===== config.mk =====
export PLATFORM = sky130hd
export DESIGN_NAME = multi_button_debounce_event_core
export DESIGN_NICKNAME = d
export VERILOG_FILES = /design/src/rtl/mbde_pkg.sv /design/src/rtl/mbde_lane.sv /design/src/rtl/mbde_prio.sv /design/src/rtl/multi_button_debounce_event_core.sv
export SDC_FILE = /design/constraint.sdc
export NUM_CORES = 1
export LEC_CHECK = 0
export ABC_CLOCK_PERIOD_IN_PS = 8100
export CORE_ASPECT_RATIO = 0.75
export CORE_MARGIN = 2
export CORE_UTILIZATION = 55
export DETAILED_ROUTE_END_ITERATION = 16
export DONT_BUFFER_PORTS = 1
export PLACE_DENSITY = 0.7
export SYNTH_ARGS = -nofsm -noshare
export SYNTH_HDL_FRONTEND = slang
export SYNTH_SLANG_ARGS = --single-unit

===== constraint.sdc =====
create_clock -name clk -period 8.1 [get_ports clk]
set_input_delay 1.215 -clock clk [delete_from_list [all_inputs] [get_ports clk]]
set_output_delay 1.215 -clock clk [all_outputs]
set_load 0.01 [all_outputs]

===== src/rtl/mbde_pkg.sv =====
`default_nettype none

package mbde_pkg;

    localparam int LEVEL_BITS   = 8;
    localparam int NOW_BITS     = 32;
    localparam int LOCKOUT_BITS = 8;
    localparam int CODE_BITS    = 4;

    localparam logic [LOCKOUT_BITS-1:0] LOCKOUT_RESET = 8'd45;
    localparam logic [CODE_BITS-1:0]    CODE_NONE     = 4'd0;

    // Per-button qualification status handed to the priority pick.
    typedef struct packed {
        logic qualified;
        logic press;
    } lane_status_t;

endpackage

`default_nettype wire


===== src/rtl/mbde_lane.sv =====
`default_nettype none

module mbde_lane #(
    parameter int TIME_BITS = 32
) (
    input  wire logic                                   clk,
    input  wire logic                                   rst_n,
    input  wire logic                                   level,
    input  wire logic [TIME_BITS-1:0]                   now,
    input  wire logic [mbde_pkg::LOCKOUT_BITS-1:0]      lockout,
    input  wire logic                                   update,
    output mbde_pkg::lane_status_t                      status
);

    logic                 level_reg;
    logic                 level_next;
    logic [TIME_BITS-1:0] time_reg;
    logic [TIME_BITS-1:0] time_next;
    logic [TIME_BITS-1:0] elapsed;

    // Wrapping subtraction gives the elapsed time modulo the timestamp width.
    assign elapsed = now - time_reg;

    always_comb
    begin
        status.qualified = (level != level_reg) && (elapsed > TIME_BITS'(lockout));
        status.press     = status.qualified && !level;
    end

    assign level_next = update ? level : level_reg;
    assign time_next  = update ? now : time_reg;

    always_ff @(posedge clk or negedge rst_n)
    begin
        if (!rst_n)
        begin
            level_reg <= 1'b1;
            time_reg  <= '0;
        end
        else
        begin
            level_reg <= level_next;
            time_reg  <= time_next;
        end
    end

endmodule

`default_nettype wire


===== src/rtl/mbde_prio.sv =====
`default_nettype none

module mbde_prio #(
    parameter int NUM_BUTTONS = 8
) (
    input  wire mbde_pkg::lane_status_t [NUM_BUTTONS-1:0] status,
    output logic [NUM_BUTTONS-1:0]                      allow,
    output logic [mbde_pkg::CODE_BITS-1:0]              code
);

    // A button may update only if no lower-index button reports a press.
    always_comb
    begin
        logic seen;
        seen = 1'b0;
        for (int i = 0; i < NUM_BUTTONS; i++)
        begin
            allow[i] = !seen;
            seen     = seen | status[i].press;
        end
    end

    always_comb
    begin
        code = mbde_pkg::CODE_NONE;
        for (int i = NUM_BUTTONS - 1; i >= 0; i--)
        begin
            if (status[i].press)
            begin
                code = mbde_pkg::CODE_BITS'(i + 1);
            end
        end
    end

endmodule

`default_nettype wire


===== src/rtl/multi_button_debounce_event_core.sv =====
// An accepted sample's event code is registered once the result register is free.
// Throughput: one sample per cycle while no held result stalls the output; the
// button state updates at the same edge as the result register, so the following
// sample sees it at once.
// Reset (rst_n low, asynchronous): all buttons idle with change time zero,
// lockout back to 45 ms, both pipeline registers empty.
`default_nettype none

module multi_button_debounce_event_core #(
    parameter int NUM_BUTTONS = 8,
    parameter int TIME_BITS   = 32
) (
    input  wire logic                                   clk,
    input  wire logic                                   rst_n,
    input  wire logic                                   cfg_we,
    input  wire logic [mbde_pkg::LOCKOUT_BITS-1:0]      cfg_data,
    input  wire logic                                   in_valid,
    output logic                                        in_ready,
    input  wire logic [mbde_pkg::LEVEL_BITS-1:0]        button_levels,
    input  wire logic [mbde_pkg::NOW_BITS-1:0]          now_ms,
    output logic                                        out_valid,
    input  wire logic                                   out_ready,
    output logic [mbde_pkg::CODE_BITS-1:0]              event_code
);

    logic [mbde_pkg::LOCKOUT_BITS-1:0] lockout_reg;
    logic                              s1_valid_reg;
    logic [mbde_pkg::LEVEL_BITS-1:0]   levels_reg;
    logic [mbde_pkg::NOW_BITS-1:0]     now_reg;
    logic                              out_valid_reg;
    logic [mbde_pkg::CODE_BITS-1:0]    event_code_reg;

    logic                              advance;
    logic                              commit;
    logic                              accept;
    logic [TIME_BITS-1:0]              now_ext;
    logic [NUM_BUTTONS-1:0]            lane_level;
    logic [NUM_BUTTONS-1:0]            allow;
    logic [mbde_pkg::CODE_BITS-1:0]    pick_code;

    mbde_pkg::lane_status_t [NUM_BUTTONS-1:0] status;

    assign advance   = !out_valid_reg || out_ready;
    assign commit    = s1_valid_reg && advance;
    assign in_ready  = !s1_valid_reg || advance;
    assign accept    = in_valid && in_ready;
    assign now_ext   = TIME_BITS'(now_reg);
    assign out_valid = out_valid_reg;
    assign event_code = event_code_reg;

    genvar g;
    generate
        for (g = 0; g < NUM_BUTTONS; g++)
        begin : g_lane
            // Buttons past the sampled field read as pressed.
            if (g < mbde_pkg::LEVEL_BITS)
            begin : g_pin
                assign lane_level[g] = levels_reg[g];
            end
            else
            begin : g_none
                assign lane_level[g] = 1'b0;
            end

            mbde_lane #(
                .TIME_BITS(TIME_BITS)
            ) u_lane (
                .clk     (clk),
                .rst_n   (rst_n),
                .level   (lane_level[g]),
                .now     (now_ext),
                .lockout (lockout_reg),
                .update  (commit && status[g].qualified && allow[g]),
                .status  (status[g])
            );
        end
    endgenerate

    mbde_prio #(
        .NUM_BUTTONS(NUM_BUTTONS)
    ) u_prio (
        .status (status),
        .allow  (allow),
        .code   (pick_code)
    );

    always_ff @(posedge clk or negedge rst_n)
    begin
        if (!rst_n)
        begin
            lockout_reg   <= mbde_pkg::LOCKOUT_RESET;
            s1_valid_reg  <= 1'b0;
            out_valid_reg <= 1'b0;
        end
        else
        begin
            if (cfg_we)
            begin
                lockout_reg <= cfg_data;
            end
            if (in_ready)
            begin
                s1_valid_reg <= in_valid;
            end
            if (advance)
            begin
                out_valid_reg <= s1_valid_reg;
            end
        end
    end

    always_ff @(posedge clk)
    begin
        if (accept)
        begin
            levels_reg <= button_levels;
            now_reg    <= now_ms;
        end
        if (commit)
        begin
            event_code_reg <= pick_code;
        end
    end

endmodule

`default_nettype wire


==> impl_metrics.json <==
{
  "rows": 73,
  "place.gp.congestion": 1.04,
  "layout_common_cells": "inv_1 (321), ha_1 (312), nand2_1 (303)",
  "ys_types": 97,
  "setup-tns-final_ns": 0,
  "hold_viol": 0,
  "post_cts_resized": 0,
  "setup_viol": 0,
  "period_share_pct": 92.7,
  "start_util_pct": 56.0,
  "rsz0062_at_grt": "false",
  "hold_buffers": 0,
  "core_area_mm2": 0.0532,
  "gr-usage-all-layers_pct": 34.6,
  "dp_hpwl_um": 73000,
  "startpoint": "now_ext[0]$_DFFE_PP_",
  "min_period_ns": 7.50,
  "worstPathMaxFanout": 33,
  "drv_slew": 0,
  "skew_ns": 0.0208,
  "dr.pass1.iters": 8,
  "powerDensity_mw_per_mm2": 432,
  "leakage_nw": 14.1,
  "synthArstFlopShare_pct": 86.2,
  "wire_per_inst_um": 23.5,
  "final_core_util_pct": 59.9,
  "vias": 27386,
  "max_slew_margin_pct": 24.8,
  "vias_per_cell": 6.59,
  "synth_top_area_share_pct": 22.0,
  "synth-edff-count": 44,
  "syn_avg_cell_area_um2": 8.62,
  "die_area_mm2": 0.0561,
  "yosysWarningCount": 0,
  "clkTransAtPathRegs_ns": 0.07,
  "synth-seq-cells": 318,
  "status": "finished clean",
  "post_cts_buffers": 0,
  "grt_pass1_wl_um": 150000,
  "final_common_cell": "inv_1",
  "startpoint_type": "flip-flop",
  "netlist_instances": 3459,
  "ant_nets": 0,
  "antenna_found_initial": 5,
  "synth_fp_nets": 3832,
  "synth.cell_area_mm2": 0.0298,
  "htreeDepth": 2,
  "area_delta_synth_final_pct": 7.01,
  "port-buffer-count": 0,
  "die_width_um": 273,
  "yosysTopAreaCell": "dfrtp_1",
  "io_pins": 59,
  "r2r_start": "now_ext[0]$_DFFE_PP_",
  "tightest_slew_ns": 1.13,
  "largest_register_ffs": 256,
  "antennaDiodeCount": 0,
  "ys.flop_type": "dfrtp_1",
  "clk_latency_ns": 0.57,
  "drt_iter0_drc": 2785,
  "fmaxAchievable_ghz": 0.133,
  "clk_path_buf_depth": 3,
  "synth_seq_area_share_pct": 27.5,
  "drt_wl_total_um": 97600,
  "drc_errors": 0,
  "grt_pass1_vias": 25606,
  "synth_area_leaders": "dfrtp_1 (22%), ha_1 (13%), mux2_2 (6.8%)",
  "clock_sinks": 318,
  "drive_above_1_share_pct": 11.8,
  "hold_path_class": "primary input to async pin",
  "grt_overflow_total": 0,
  "cts_root_buffer": "clkbuf_16",
  "grt_max_degree": 275,
  "drv_cap": 0,
  "path_class": "flip-flop to flip-flop",
  "cts_tree": "built",
  "ir_drop_mv": 0.263,
  "critical_path_arrival_ns": 7.95,
  "cts_buffers": 38,
  "fp.dieH_um": 206,
  "final_nets": 3786,
  "crit_required_ns": 8.54,
  "cp-end-kind": "flip-flop"
}
-- worst paths after layout --
path                                                              to  slack (ns)  cells past startpoint
min                        g_lane[0].u_lane.time_reg[18]$_DFFE_PN0P_        0.33                      0
min in group clk           g_lane[2].u_lane.time_reg[18]$_DFFE_PN0P_        0.50                      1
max                        g_lane[6].u_lane.time_reg[28]$_DFFE_PN0P_        0.60                     20
min reg2reg                g_lane[2].u_lane.time_reg[18]$_DFFE_PN0P_        0.50                      1
max in group asynchronous  g_lane[7].u_lane.time_reg[24]$_DFFE_PN0P_        7.13                      0
max reg2reg                g_lane[6].u_lane.time_reg[28]$_DFFE_PN0P_        0.60                     20
-- cells in the mapped netlist, types with 61 or more instances --
| master | n |
|---|---|
| a21o_1 | 83 |
| a21oi_1 | 299 |
| clkbuf_1 | 105 |
| dfrtp_1 | 262 |
| ha_1 | 312 |
| inv_1 | 321 |
| mux2_2 | 181 |
| nand2_1 | 303 |
| nand4_1 | 101 |
| nor2_1 | 180 |
| nor3_1 | 72 |
| o21a_1 | 61 |
| o21ai_0 | 212 |
| xnor2_1 | 76 |
-- cell type report --
class / instances / area (um^2)
fill: 4724 / 21300
multi-input combinational: 2688 / 19900
sequential: 318 / 8190
inverter: 322 / 1210
clock buffer: 49 / 1090
tap: 712 / 891
timing repair buffer: 45 / 338
clock inverter: 21 / 308
-- worst max-delay path, cell delays in order (launching register included) --
cell	delay (ns)
edfxtp_1	0.55
inv_1	0.38
ha_1	0.25
inv_1	0.06
fa_1	0.41
a21o_1	0.20
a221oi_1	0.71
xnor2_1	0.15
ha_1	0.33
nand3_1	0.09
nor3_1	0.31
o2111ai_1	0.16
a2111oi_0	0.38
nand4_1	0.13
nor4b_1	0.30
o2111ai_1	0.16
nor4_1	0.71
or3b_1	0.30
nand2_1	0.11
or4_2	1.18
mux2_4	0.47
-- where the power goes --
group | total [W] | switching, W | internal, W
clock network | 0.00194 | 0.000759 | 0.00118
logic | 0.00917 | 0.00541 | 0.00376
registers | 0.00269 | 0.000388 | 0.00231
total | 0.0138 | 0.00655 | 0.00724
-- kinds of logic (layout without fill, tap and decap cells) --
| group | after synthesis | in the layout | synth area share (%) |
|---|---|---|---|
| buffers and inverters | 453 | 437 | 5.93 |
| muxes | 268 | 268 | 10.7 |
| DFF | 318 | 318 | 27.5 |
| and+or+nand+nor | 928 | 928 | 15.5 |
| AOI/OAI and AO/OA | 1037 | 1037 | 22.8 |
| adders and majority gates | 320 | 320 | 13.6 |
| xor gates and xnor gates | 135 | 135 | 3.96 |
-- per-stage QoR --
step	hold WS [ns]	setup WS, ns	area, um^2	cells	power (W)
CTS	0.318	0.718	31900	4155	0.0136
finish	0.333	0.595	31900	4155	0.0138
floorplan	0.457	2.15	29800	3459	0.00945
global route	0.325	0.125	31900	4155	0.0149
detailed placement	0.493	0.755	30500	4085	0.0116
global placement	0.477	1.17	30500	4085	0.0114
-- per-layer routing --
layer  up-vias  part of all wire (%)  global-route usage [%]
met3       192                    10                    8.39
li1      12692                     -                       -
met5         -                 0.038                       0
met1     13248                    47                    51.6
met2      1248                    40                    49.1
met4         6                   3.1                    9.87
Note: power is estimated with default switching activity, not from simulation.
